===== src/exclusion_ring_event_step_unit_assert.svh =====
// assertion macros shared by the event step unit
`ifndef EXCLUSION_RING_EVENT_STEP_UNIT_ASSERT_SVH
`define EXCLUSION_RING_EVENT_STEP_UNIT_ASSERT_SVH

// checked outside reset
`define ERSU_ASSERT(lbl, prop, msg) \
  lbl: assert property (@(posedge clk_i) disable iff (!rst_ni) (prop)) else $error(msg);

// checked at every edge, reset included
`define ERSU_ASSERT_ALWAYS(lbl, prop, msg) \
  lbl: assert property (@(posedge clk_i) (prop)) else $error(msg);

`endif


===== src/ersu_pkg.sv =====
package ersu_pkg;

  localparam logic [1:0] MODE_TAU   = 2'd0;
  localparam logic [1:0] MODE_PLACE = 2'd1;
  localparam logic [1:0] MODE_STEP  = 2'd2;
  localparam logic [1:0] MODE_CLEAR = 2'd3;

  localparam logic [7:0]         RING_RESET = 8'd100;
  localparam logic [47:0]        ROUND_HALF = 48'h8000;
  localparam logic signed [31:0] CUR_MIN    = 32'sh8000_0000;
  localparam logic signed [31:0] CUR_MAX    = 32'sh7fff_ffff;

  typedef struct packed {
    logic [1:0]  mode;
    logic [6:0]  slot;
    logic [23:0] tau_value;
    logic [6:0]  position;
    logic [31:0] wait_value;
    logic        direction;
    logic [23:0] exp_sample;
  } item_t;

  typedef struct packed {
    logic [31:0]        elapsed;
    logic [5:0]         particle;
    logic [6:0]         new_position;
    logic               moved;
    logic signed [31:0] current;
  } res_t;

  // one particle entry: site and pending time stored against the running base
  typedef struct packed {
    logic [6:0]  pos;
    logic [31:0] wait_t;
  } pent_t;

  typedef struct packed {
    logic        vld;
    logic [6:0]  site;
    logic [23:0] smp;
  } tau_req_t;

  typedef struct packed {
    logic        we;
    logic [6:0]  site;
    logic [23:0] data;
  } tau_wr_t;

endpackage


===== src/ersu_tau.sv =====
module ersu_tau #(
  parameter int MAX_SITES = 128
) (
  input  logic              clk_i,
  input  logic              rst_ni,
  input  ersu_pkg::tau_wr_t  wr_i,
  input  ersu_pkg::tau_req_t req_i,
  output logic              rsp_vld_o,
  output logic [31:0]       rsp_o
);
  import ersu_pkg::*;

  localparam int SW = (MAX_SITES > 1) ? $clog2(MAX_SITES) : 1;

  logic [23:0] tau_mem [MAX_SITES];
  logic [23:0] tau_rd_q;
  logic        wr_ok, rd_ok;
  logic        v1_q, v2_q, v3_q;
  logic        ok1_q;
  logic [23:0] smp1_q;
  logic [47:0] prod_q;
  logic [47:0] rnd;
  logic [31:0] rsp_q;

  assign wr_ok = 32'(wr_i.site) < MAX_SITES;
  assign rd_ok = 32'(req_i.site) < MAX_SITES;

  always_ff @(posedge clk_i) begin
    if (wr_i.we && wr_ok) tau_mem[SW'(wr_i.site)] <= wr_i.data;
    tau_rd_q <= tau_mem[SW'(req_i.site)];
  end

  always_ff @(posedge clk_i or negedge rst_ni) begin
    if (!rst_ni) begin
      v1_q <= 1'b0;
      v2_q <= 1'b0;
      v3_q <= 1'b0;
    end else begin
      v1_q <= req_i.vld;
      v2_q <= v1_q;
      v3_q <= v2_q;
    end
  end

  // product fits 48 bits, rounded result always below 2^32
  assign rnd = prod_q + ROUND_HALF;

  always_ff @(posedge clk_i) begin
    ok1_q  <= rd_ok;
    smp1_q <= req_i.smp;
    prod_q <= 48'(ok1_q ? tau_rd_q : 24'd0) * 48'(smp1_q);
    rsp_q  <= rnd[47:16];
  end

  assign rsp_vld_o = v3_q;
  assign rsp_o     = rsp_q;

endmodule


===== config.mk =====
export PLATFORM = sky130hd
export DESIGN_NAME = ersu_tau
export DESIGN_NICKNAME = d
export VERILOG_FILES = /design/src/exclusion_ring_event_step_unit_assert.svh /design/src/ersu_pkg.sv /design/src/ersu_tau.sv
export SDC_FILE = /design/constraint.sdc
export NUM_CORES = 2
export LEC_CHECK = 0
export BUFFER_PORTS_ARGS = -buffer_cell sky130_fd_sc_hd__buf_2
export CAP_MARGIN = 20
export CORE_ASPECT_RATIO = 0.6
export CORE_UTILIZATION = 50
export CTS_CLUSTER_SIZE = 28
export DETAILED_ROUTE_END_ITERATION = 10
export PLACE_DENSITY = 0.76
export SYNTH_ARGS = -nofsm -noshare
export SYNTH_HDL_FRONTEND = slang
export SYNTH_SLANG_ARGS = --single-unit

===== constraint.sdc =====
create_clock -name clk_i -period 6.5 [get_ports clk_i]
set_clock_uncertainty 0.05 [all_clocks]
set_input_delay 0.325 -clock clk_i [delete_from_list [all_inputs] [get_ports clk_i]]
set_output_delay 0.325 -clock clk_i [all_outputs]
set_load 0.01 [all_outputs]

==> results by group <==
Outcome
  • Status: finished, violations left
  • Failing checks: DRC, hold timing, setup timing

Floorplan
  • Num ports: 99
  • Row count: 149
  • Starting Density: 50.3%
  • Die area: 279000 um^2
  • DIE HEIGHT: 409 um
  • Core Area: 275000 um^2
  • Die width: 681 um

Synth
  • Post-Synth Adder-Cell Area: 8.51%
  • Top_reg_cell synth: edfxtp_1
  • Number of synthesized flops with an enable pin: 3072
  • Synth Area in XOR/XNOR: 0.412%
  • Multiplexer share of the synthesized area: 16.6%
  • Synthesized area per cell: 20.3 um^2
  • Synth Net Count: 7520
  • Post-synth top cells: edfxtp_1 (3072), mux4_2 (1008), inv_1 (522), fa_1 (481), nand2_1 (330)
  • Sequential cell area fraction in the yosys report: 68.4%
  • Top cell type's share of synthesized area: 66.7%
  • Top cells by area, synth: edfxtp_1 (67%), mux4_2 (16%), fa_1 (7.0%)
  • Most frequent cell after synthesis: edfxtp_1
  • Async SR Flop Fraction: 0.0941%
  • Mapped Area: 138000 um^2
  • Synth Area in Compound Gates: 0.595%
  • Synth Instances: 6802
  • Synth unique cells: 50
  • Main combinational cell family by area after synthesis: multiplexers
  • Post-Synth Simple-Gate Area: 3.04%
  • Register bit total from synthesis: 3188
  • Yosys warning count: 0
  • Cell taking the most area after synthesis: edfxtp_1

Job
  • Max-Cap Viols: 0

STA
  • RSZ-0062 raised after global routing: true
  • Total count of hold-check failures in the final report: 5
  • Max-slew headroom: 16.2%
  • Max Clock Freq: 141 MHz
  • Setup violations, final: 19
  • Final WS setup: -0.600 ns
  • Slew @ Worst Pin: 1.26 ns
  • Min Hold Slack: -0.0245 ns
  • Fin crit period: 7.10 ns
  • Final period utilization: 109%
  • Max-slew violation count: 0

Critical path
  • Worst Path Arrival: 7.78 ns
  • CP Launch Type: register
  • Worst Path Required: 7.18 ns
  • CP Max Fanout: 11
  • Setup CP Type: register to register
  • Worst setup EP type: register

Drt
  • Drt drc: 40
  • Via density: 6.30
  • Wire per inst: 32.3 um
  • Detailed Routing Iterations Pass 1: 8
  • Antenna Nets Post-Route: 0
  • Final WL: 364000 um
  • Violation count after the first detailed-route iteration: 10200
  • Routed vias: 71000

Finish
  • Final net count: 8066
  • Fill count: 19500
  • Area Growth Syn to Fin: 13.3%
  • Core Util, Final: 57.0%
  • Design area: 157000 um^2
  • Layout cell share with drive strength beyond 1: 29.8%
  • Final std cells w/o fill: 11300

Global route
  • Largest net degree at the start of global routing: 114
  • Global route total overflow: 0
  • Vias in the first global route: 72500
  • First-pass GRT wire length: 522000 um
  • Initial antenna violation count: 45
  • GRT Total Usage: 26.3%

Clocking
  • CTS sink cnt: 3188
  • CTS buffer count: 291
  • CTS H-tree lvls: 5
  • TritonCTS clock tree: built
  • Clock latency on the worst-skew pair: 0.89 ns
  • Longest Clk Path Bufs: 4
  • Worst-path clk slew: 0.06 ns
  • Root Driver: clkbuf_16

Placed design
  • Cells after DPL: 10700
  • PortBufs: 98
  • Gpl congestion: 0.947
  • DP Area: 146000 um^2
  • DP HPWL: 213000 um

Worst hold path
  • Worst hold path class: input pin to register
area by class of cell:
class	count	area [um^2]	share of cell area [%]
clock buffers	343	7570	4.83
repair buffers	596	5090	3.25
flip-flops and latches	3188	94700	60.4
multi-input cells	2749	41200	26.3
well taps	3699	4630	2.95
clock inverters	157	1480	0.946
diodes	16	40.0	0.0256
inverters	522	1960	1.25
metal layers:
layer	global-route usage (%)	vias to the layer above	share of wire [%]
met5	0	-	0.038
met4	6.40	24	2.7
met1	38.6	37700	39
met3	10.1	663	15
li1	-	27600	-
met2	37.3	5098	43
what timing repair did:
action	CTS	global route
pin swaps	28	93
gates resized for setup	67	121
hold buffers	45	0
hold endpoints to repair	754	0
setup buffers	20	18
endpoints found under the setup margin	23	25
flip-flops by register name (all words and copies together) (netlist names):
name,count
smp1_q,24
tau_rd_q,24
rsp_o,32
rsp_vld_o,1
v1_q,1
v2_q,1
prod_q,33
tau_mem,3072
critical path, cell delays in order, from the launching register on:
cell and delay, ns:
dfxtp_1 0.32, buf_12 0.14, and2_1 0.18, fa_1 0.52
fa_1 0.58, inv_1 0.08, fa_1 0.51, fa_1 0.53
inv_1 0.06, fa_1 0.55, fa_1 0.43, fa_1 0.49
ha_4 0.29, nand4_1 0.20, buf_4 0.21, nor3_4 0.12
nand3_2 0.13, a2111oi_4 0.35, buf_6 0.19, o211ai_1 0.15
clkbuf_16 0.20, o311ai_4 0.36, a31oi_1 0.16, xnor2_1 0.16
kinds of logic after synthesis:
| family | Yosys count |
|---|---|
| flip-flops | 3188 |
| multiplexers | 1033 |
| AND/OR/NAND/NOR | 871 |
| buffers and inverters | 865 |
| adder cells (fa/ha/maj) | 652 |
| AO/OA/AOI/OAI | 128 |
| XOR/XNOR | 65 |
stage by stage:
stage / TNS, ns / setup slack (ns)
6_report: -8.55 / -0.600
5_1_grt: -11.85 / -0.765
4_1_cts: -5.05 / -0.366
3_5_place_dp: -12.37 / -0.792
3_3_place_gp: -10.89 / -0.697
2_1_floorplan: -0.000293 / -0.000293
worst paths after layout:
path | slack [ns] | to | depth (start not counted) | from
setup / recovery | -0.60 | prod_q[46] | 23 | tau_rd_q[19]
hold / removal | -0.02 | tau_mem[6][16] | 1 | wr_i[16]
setup reg to reg | -0.60 | prod_q[46] | 23 | tau_rd_q[19]
hold reg to reg | 0.30 | rsp_vld_o | 0 | v2_q
max in group asynchronous | 5.99 | v2_q | 3 | rst_ni
min in group asynchronous | 0.26 | v1_q | 3 | rst_ni
layout by cell type (no fill, tap or decap), drive strengths merged, types with 113 or more instances in the layout:
cell       n
fa       481
clkbuf   344
nand2    330
mux4    1008
inv      544
and2     296
buf      550
nor2     144
ha       171
dfxtp    113
edfxtp  3072
Power is left out: the tool's default activity adds up to more than one toggle a clock period on the data nets, which glitch-free logic cannot reach.
