===== config.mk =====
export PLATFORM = sky130hd
export DESIGN_NAME = ersu_ctrl
export DESIGN_NICKNAME = d
export VERILOG_FILES = /design/src/ersu_pkg.sv /design/src/ersu_ctrl.sv
export VERILOG_INCLUDE_DIRS = /design/src /design/src/src
export SDC_FILE = /design/constraint.sdc
export NUM_CORES = 1
export LEC_CHECK = 0
export BUFFER_PORTS_ARGS = -buffer_cell sky130_fd_sc_hd__buf_4
export CORE_MARGIN = 2
export CORE_UTILIZATION = 38
export CTS_BUF_LIST = sky130_fd_sc_hd__clkbuf_4
export CTS_CLUSTER_DIAMETER = 40
export DETAILED_ROUTE_END_ITERATION = 7
export GPL_TIMING_DRIVEN = 1
export MAX_ROUTING_LAYER = met4
export SLEW_MARGIN = 30
export SYNTH_ARGS = -nofsm -noshare
export SYNTH_HDL_FRONTEND = slang
export SYNTH_SLANG_ARGS = --single-unit

===== constraint.sdc =====
create_clock -name clk_i -period 9.35 [get_ports clk_i]
set_input_delay 1.87 -clock clk_i [delete_from_list [all_inputs] [get_ports clk_i]]
set_output_delay 1.87 -clock clk_i [all_outputs]
set_load 0.005 [all_outputs]

===== src/exclusion_ring_event_step_unit_assert.svh =====
// assertion macros shared by the event step unit
`ifndef EXCLUSION_RING_EVENT_STEP_UNIT_ASSERT_SVH
`define EXCLUSION_RING_EVENT_STEP_UNIT_ASSERT_SVH

// checked outside reset
`define ERSU_ASSERT(lbl, prop, msg) \
  lbl: assert property (@(posedge clk_i) disable iff (!rst_ni) (prop)) else $error(msg);

// checked at every edge, reset included
`define ERSU_ASSERT_ALWAYS(lbl, prop, msg) \
  lbl: assert property (@(posedge clk_i) (prop)) else $error(msg);

`endif


===== src/ersu_pkg.sv =====
package ersu_pkg;

  localparam logic [1:0] MODE_TAU   = 2'd0;
  localparam logic [1:0] MODE_PLACE = 2'd1;
  localparam logic [1:0] MODE_STEP  = 2'd2;
  localparam logic [1:0] MODE_CLEAR = 2'd3;

  localparam logic [7:0]         RING_RESET = 8'd100;
  localparam logic [47:0]        ROUND_HALF = 48'h8000;
  localparam logic signed [31:0] CUR_MIN    = 32'sh8000_0000;
  localparam logic signed [31:0] CUR_MAX    = 32'sh7fff_ffff;

  typedef struct packed {
    logic [1:0]  mode;
    logic [6:0]  slot;
    logic [23:0] tau_value;
    logic [6:0]  position;
    logic [31:0] wait_value;
    logic        direction;
    logic [23:0] exp_sample;
  } item_t;

  typedef struct packed {
    logic [31:0]        elapsed;
    logic [5:0]         particle;
    logic [6:0]         new_position;
    logic               moved;
    logic signed [31:0] current;
  } res_t;

  // one particle entry: site and pending time stored against the running base
  typedef struct packed {
    logic [6:0]  pos;
    logic [31:0] wait_t;
  } pent_t;

  typedef struct packed {
    logic        vld;
    logic [6:0]  site;
    logic [23:0] smp;
  } tau_req_t;

  typedef struct packed {
    logic        we;
    logic [6:0]  site;
    logic [23:0] data;
  } tau_wr_t;

endpackage


===== src/ersu_ctrl.sv =====
`include "exclusion_ring_event_step_unit_assert.svh"

module ersu_ctrl #(
  parameter int PARTICLES = 16
) (
  input  logic               clk_i,
  input  logic               rst_ni,
  input  logic               in_vld_i,
  output logic               in_rdy_o,
  input  ersu_pkg::item_t     item_i,
  input  logic [7:0]         ring_n_i,
  input  logic               slot_free_i,
  output logic               done_o,
  output ersu_pkg::res_t      res_o,
  output ersu_pkg::tau_req_t  tau_req_o,
  output ersu_pkg::tau_wr_t   tau_wr_o,
  input  logic               tau_rsp_vld_i,
  input  logic [31:0]        tau_rsp_i
);
  import ersu_pkg::*;

  localparam int IW = (PARTICLES > 1) ? $clog2(PARTICLES) : 1;
  localparam int CW = $clog2(PARTICLES + 1);

  localparam logic [2:0] ST_IDLE   = 3'd0;
  localparam logic [2:0] ST_SCAN   = 3'd1;
  localparam logic [2:0] ST_NBRD   = 3'd2;
  localparam logic [2:0] ST_NBWAIT = 3'd3;
  localparam logic [2:0] ST_TAU    = 3'd4;
  localparam logic [2:0] ST_DONE   = 3'd5;

  pent_t           mem_q [PARTICLES];
  pent_t           rd_q;
  logic            mem_we;
  logic [IW-1:0]   mem_addr;
  pent_t           mem_wd;

  logic [2:0]         state_q, state_d;
  logic [CW-1:0]      cnt_q, cnt_d;
  logic [31:0]        base_q, base_d;
  logic signed [31:0] cur_q, cur_d;
  logic [31:0]        min_q, min_d;
  logic [IW-1:0]      idx_q, idx_d;
  logic [6:0]         cpos_q, cpos_d;
  logic               dir_q, dir_d;
  logic [23:0]        smp_q, smp_d;
  logic [6:0]         newpos_q, newpos_d;
  logic               moved_q, moved_d;
  logic               step_q, step_d;

  logic [31:0]   eff;
  logic [IW-1:0] nb;
  logic [7:0]    tgt;
  logic          accept;

  always_ff @(posedge clk_i) begin
    if (mem_we) mem_q[mem_addr] <= mem_wd;
    rd_q <= mem_q[mem_addr];
  end

  assign in_rdy_o = (state_q == ST_IDLE);
  assign accept   = in_vld_i && in_rdy_o;
  // stored times are kept relative to base_q, so one add replaces the sweep
  assign eff      = rd_q.wait_t - base_q;

  always_comb begin
    if (!dir_q) nb = (idx_q == '0) ? IW'(PARTICLES - 1) : idx_q - 1'b1;
    else        nb = (idx_q == IW'(PARTICLES - 1)) ? '0 : idx_q + 1'b1;
    if (!dir_q) tgt = (cpos_q == 7'd0) ? ring_n_i - 8'd1 : {1'b0, cpos_q} - 8'd1;
    else        tgt = ({1'b0, cpos_q} >= ring_n_i - 8'd1) ? 8'd0 : {1'b0, cpos_q} + 8'd1;
  end

  always_comb begin
    state_d  = state_q;
    cnt_d    = cnt_q;
    base_d   = base_q;
    cur_d    = cur_q;
    min_d    = min_q;
    idx_d    = idx_q;
    cpos_d   = cpos_q;
    dir_d    = dir_q;
    smp_d    = smp_q;
    newpos_d = newpos_q;
    moved_d  = moved_q;
    step_d   = step_q;
    mem_we   = 1'b0;
    mem_addr = '0;
    mem_wd   = '0;
    tau_req_o = '0;
    tau_wr_o  = '0;
    unique case (state_q)
      ST_IDLE: begin
        if (accept) begin
          step_d  = 1'b0;
          state_d = ST_DONE;
          case (item_i.mode)
            MODE_TAU: begin
              tau_wr_o.we   = 1'b1;
              tau_wr_o.site = item_i.slot;
              tau_wr_o.data = item_i.tau_value;
            end
            MODE_PLACE: begin
              mem_we      = 32'(item_i.slot) < PARTICLES;
              mem_addr    = IW'(item_i.slot);
              mem_wd.pos    = item_i.position;
              mem_wd.wait_t = item_i.wait_value + base_q;
            end
            MODE_CLEAR: cur_d = '0;
            default: begin
              step_d  = 1'b1;
              dir_d   = item_i.direction;
              smp_d   = item_i.exp_sample;
              cnt_d   = '0;
              state_d = ST_SCAN;
            end
          endcase
        end
      end
      ST_SCAN: begin
        // read issued at count c, compared at count c + 1
        if (32'(cnt_q) < PARTICLES) mem_addr = IW'(cnt_q);
        if (cnt_q != '0) begin
          if (cnt_q == CW'(1) || eff < min_q) begin
            min_d  = eff;
            idx_d  = IW'(cnt_q - 1'b1);
            cpos_d = rd_q.pos;
          end
        end
        cnt_d = cnt_q + 1'b1;
        if (cnt_q == CW'(PARTICLES)) state_d = ST_NBRD;
      end
      ST_NBRD: begin
        mem_addr = nb;
        state_d  = ST_NBWAIT;
      end
      ST_NBWAIT: begin
        moved_d  = (rd_q.pos != tgt[6:0]);
        newpos_d = moved_d ? tgt[6:0] : cpos_q;
        if (moved_d) begin
          if (!dir_q) begin
            if (cur_q != CUR_MIN) cur_d = cur_q - 32'sd1;
          end else begin
            if (cur_q != CUR_MAX) cur_d = cur_q + 32'sd1;
          end
        end
        base_d         = base_q + min_q;
        tau_req_o.vld  = 1'b1;
        tau_req_o.site = newpos_d;
        tau_req_o.smp  = smp_q;
        state_d        = ST_TAU;
      end
      ST_TAU: begin
        if (tau_rsp_vld_i) begin
          mem_we        = 1'b1;
          mem_addr      = idx_q;
          mem_wd.pos    = newpos_q;
          mem_wd.wait_t = tau_rsp_i + base_q;
          state_d       = ST_DONE;
        end
      end
      ST_DONE: begin
        if (slot_free_i) state_d = ST_IDLE;
      end
      default: state_d = ST_IDLE;
    endcase
  end

  always_ff @(posedge clk_i or negedge rst_ni) begin
    if (!rst_ni) begin
      state_q <= ST_IDLE;
      cnt_q   <= '0;
      base_q  <= '0;
      cur_q   <= '0;
      step_q  <= 1'b0;
    end else begin
      state_q <= state_d;
      cnt_q   <= cnt_d;
      base_q  <= base_d;
      cur_q   <= cur_d;
      step_q  <= step_d;
    end
  end

  always_ff @(posedge clk_i) begin
    min_q    <= min_d;
    idx_q    <= idx_d;
    cpos_q   <= cpos_d;
    dir_q    <= dir_d;
    smp_q    <= smp_d;
    newpos_q <= newpos_d;
    moved_q  <= moved_d;
  end

  assign done_o             = (state_q == ST_DONE) && slot_free_i;
  assign res_o.elapsed      = step_q ? min_q : '0;
  assign res_o.particle     = step_q ? 6'(idx_q) : '0;
  assign res_o.new_position = step_q ? newpos_q : '0;
  assign res_o.moved        = step_q ? moved_q : 1'b0;
  assign res_o.current      = cur_q;

  `ERSU_ASSERT(a_tau_latency, tau_req_o.vld |-> ##3 tau_rsp_vld_i, "tau response late")
  `ERSU_ASSERT(a_no_wr_in_scan, (state_q == ST_SCAN) |-> !mem_we, "write during scan")
  `ERSU_ASSERT_ALWAYS(a_ready_when_idle, (state_q == ST_IDLE) |-> in_rdy_o, "idle but not ready")

endmodule


==> summary.md <==
| Metric | Value |
|---|---|
| Lkg Pwr | `18.6 nW` |
| H-tree depth | `4` |
| Fillers | `10171` |
| Place WS | `1480 ps` |
| Post-DP HPWL | `76400 µm` |
| CP arrival | `6020 ps` |
| 1st-pass router iterations | `7` |
| Count of state elements after synthesis | `812` |
| TritonCTS Buffers | `208` |
| Worst hold stages | `0` |
| Final GP Congestion | `0.909` |
| DIE HEIGHT | `335 µm` |
| Reg2reg path depth | `21` |
| NumNets Final | `4409` |
| Final WL | `115000 µm` |
| Final Core Density | `44.7%` |
| TNS Setup | `0 ps` |
| Combinational group share of total power | `49.2%` |
| Crit path capture type | `output pin` |
| Clk buf depth | `3` |
| Clock Skews | `92.3 ps` |
| RSZ-0062 raised after global routing | `false` |
| Max-capacitance violation count | `0` |
| Register area share after synthesis | `56.8%` |
| Synth async-reset ratio | `8.99%` |
| Crit path launch type | `input port` |
| Slowest library cell on the worst path | `or4_4` |
| Pin count of the biggest net entering global routing | `177` |
| Reg2reg end | `min_q[8]$_DFFE_PP_` |
| Via density | `5.47` |
| # IOs | `286` |
| Root buffer cell | `clkbuf_4` |
| CTS resizes | `0` |
| Worst Hold Class | `reg2reg` |
| Crit-path cells | `buf_4 -> or4_4 -> or3_2 -> and2_1 -> ha_1 -> nand2_1 -> o21ai_0 -> a211o_2 -> a211oi_1 -> o21ai_0 -> a2111oi_4 -> nand3_2 -> mux2_2 -> and2_1 -> buf_4` |
| Global-route wire length before repair | `174000 µm` |
| Layout cells sized above 1 | `18.1%` |
| Minimum clock period after layout | `7890 ps` |
| CTS tree | `yes` |
| Count of cell types in the netlist | `80` |
| Synth Area in XOR/XNOR | `2.99%` |
| Gate count of the mapped netlist | `3681` |
| Placed cell areas | `0.0457 mm²` |
| Initial antenna violation count | `12` |
| Type of the worst setup path | `in2out` |
| # DRC | `0` |
| Die footprint | `0.112 mm²` |
| Area share of fa/ha/maj cells after synthesis | `6.32%` |
| Area growth, synth to finish | `16.7%` |
| Port Buffers | `283` |
| Routed Antenna Nets | `0` |
| Design area | `0.0485 mm²` |
| Final worst setup slack | `1460 ps` |
| # rows | `121` |
| Clock Latency Late Sink | `1130 ps` |
| Syn Std Cell Area | `0.0416 mm²` |
| Hold Path Sink | `cpos_q[3]$_DFFE_PP_` |
| Core area | `0.109 mm²` |
| R2R Path Start | `base_q[0]$_DFFE_PN0P_` |
| Routed wire per std cell | `20.4 µm` |
| Switching Fraction | `43.1%` |
| Synth Area in Simple Gates | `13.6%` |
| Worst slew pin tran | `938 ps` |
| Largest family of logic cells by synthesized area | `compound AO/OA/AOI/OAI gates` |
| Cell Int Power | `9.43 mW` |
| Slowest stage delay, CP | `550 ps` |
| Post-Layout Cell Count | `5667` |
| CTS clock-pin slew for the worst setup and hold paths | `70 ps` |
| Placed Instances | `5264` |
| Post-synthesis compound-gate area fraction | `16.9%` |
| Final Cycle Share | `84.4%` |
| Sw power | `7.13 mW` |
| Initial Util | `38.3%` |
| VDD IR max | `0.000229 V` |
| Sequential share of power | `31.7%` |
| Clock share of power | `19.1%` |
| GRT overflow | `0` |
| Max Freq | `127 MHz` |
| Status | `completed` |
| Reg2reg setup slack | `2830 ps` |
| Top cells by area, synth | `edfxtp_1 (51%), ha_1 (6.1%), nand2_1 (4.4%)` |
| DRT iter0 DRCs | `2115` |
| Delay-heaviest family, CP | `simple AND/OR/NAND/NOR gates` |
| Hold Fails Final Rpt | `0` |
| Clk sinks | `812` |
| Worst Path Max Fanout | `6` |
| Pwr Density | `341 mW/mm²` |
| Vias in the first global route | `29479` |
| Slew HR | `37.4%` |
| Synth area leader | `edfxtp_1` |
| Syn avg cell area | `11.3 µm²` |
| CP bufs+invs | `2` |
| # Post-CTS Setup Buffers | `0` |
| Die W | `335 µm` |
| HP Start | `rd_q[35]$_DFF_P_` |
| Hold buffers post-CTS | `0` |
| EDFF count, synth | `700` |
| Ys flop type | `edfxtp_1` |
| Yosys top cell area share | `50.6%` |
| # setup viols final | `0` |
| Critical Path RT | `7480 ps` |
| Via count | `30991` |
| Synthesis Warnings | `0` |
| Mux contribution to synthesized area | `0.572%` |
| All-layer global routing usage | `20.8%` |
| Slew Limit Fails | `0` |
flip-flops by register name, summed over array words and instances, names as in the netlist, 3 cells and up:
| name | cells |
|---|---|
| cnt_q | 5 |
| smp_q | 24 |
| idx_q | 4 |
| cpos_q | 7 |
| base_q | 32 |
| cur_q | 32 |
| state_q | 3 |
| min_q | 32 |
| rd_q | 39 |
| mem_q | 624 |
| newpos_q | 7 |
synthesized netlist by cell type (7+ instances only):
cell type and n:
o211ai_1 17, a22o_1 9, nor2b_1 168, o21bai_1 16, dfrtp_1 73, o311ai_0 7
nand3_1 46, a21boi_0 7, a31oi_1 99, o31ai_1 13, nand2_1 489, dfxtp_1 39
and3_1 25, a211oi_1 220, or4_1 7, nor4_1 14, nand2b_1 30, clkbuf_1 160
or2_2 12, nand4_1 28, o22ai_1 33, nor2_1 117, ha_1 202, a221oi_1 8
nor3_1 46, mux2i_1 17, buf_1 11, inv_1 118, buf_2 14, a2111oi_0 10
a21o_1 79, and2_1 112, o21ai_0 137, a311oi_1 82, and4_1 7, nand3b_1 12
a21oi_1 219, xor2_1 66, nor3b_1 9, edfxtp_1 700, xnor2_1 76, o21a_1 33
or3_1 15
power groups by stage:
stage / clock network (mW) / logic (mW) / registers (mW)
after floorplan: 0 / 5.85 / 5.05
after global placement: 0 / 7.98 / 5.33
after detailed placement: 0 / 8.08 / 5.32
after CTS: 3.26 / 8.12 / 5.25
after global routing: 3.45 / 9.06 / 5.31
final: 3.16 / 8.14 / 5.26
layer usage:
layer	GRT usage (%)	vias up	wire length, µm	share of wire, %
li1	-	14801	-	-
met1	27.8	15048	52500	45
met2	32.8	979	53800	47
met3	3.36	163	7030	6.1
met4	5.62	0	2060	1.8
met5	-	-	0	0
logic make-up after synthesis:
kind of cell | count (synthesis)
other cells | 1
xor+xnor | 142
simple gates | 1151
flops | 812
buf+inv | 305
mux | 23
fa+ha+maj | 207
compound gates | 1040
cell usage in the layout, fill, tap and decap left out, drive strengths merged, types with 39 or more instances in the layout:
cell and instances:
nor2b 168, clkbuf 313, ha 202, dfxtp 39, xor2 66, a211oi 220
dfrtp 73, and2 113, buf 355, a311oi 82, nor3 46, a31oi 100
a21oi 219, nand2 489, edfxtp 700, xnor2 76, clkinv 70, nand3 47
a21o 79, inv 125, nor2 117, o21ai 138
how the worst max path moves through the flow:
stage,startpoint,end,slack (ps),cells past startpoint
floorplan,base_q[8]$_DFFE_PN0P_,cpos_q[0]$_DFFE_PP_,1610,19
global placement,ring_n_i[2],tau_req_o[24],1470,15
detailed placement,ring_n_i[2],tau_req_o[24],1480,15
CTS,ring_n_i[2],tau_req_o[24],1470,15
global route,ring_n_i[2],tau_req_o[24],1190,15
finish,ring_n_i[2],tau_req_o[24],1460,15
through the flow:
stage	hold slack, ps	total power, mW
after floorplan	417	10.9
after global placement	465	13.3
after detailed placement	461	13.4
after CTS	432	16.6
after global routing	455	17.8
final	443	16.6
area by class of cell:
| cell class | count | area [µm²] | share of cell area [%] |
|---|---|---|---|
| Multi-Input combinational cell | 2565 | 17100 | 35.1 |
| Inverter | 118 | 443 | 0.912 |
| Clock inverter | 80 | 515 | 1.06 |
| Clock buffer | 313 | 2350 | 4.84 |
| Tap cell | 1414 | 1770 | 3.64 |
| Sequential cell | 812 | 23600 | 48.7 |
| Antenna cell | 10 | 25.0 | 0.0515 |
| Timing Repair Buffer | 355 | 2750 | 5.67 |
Power figures use the tool's default switching activity.
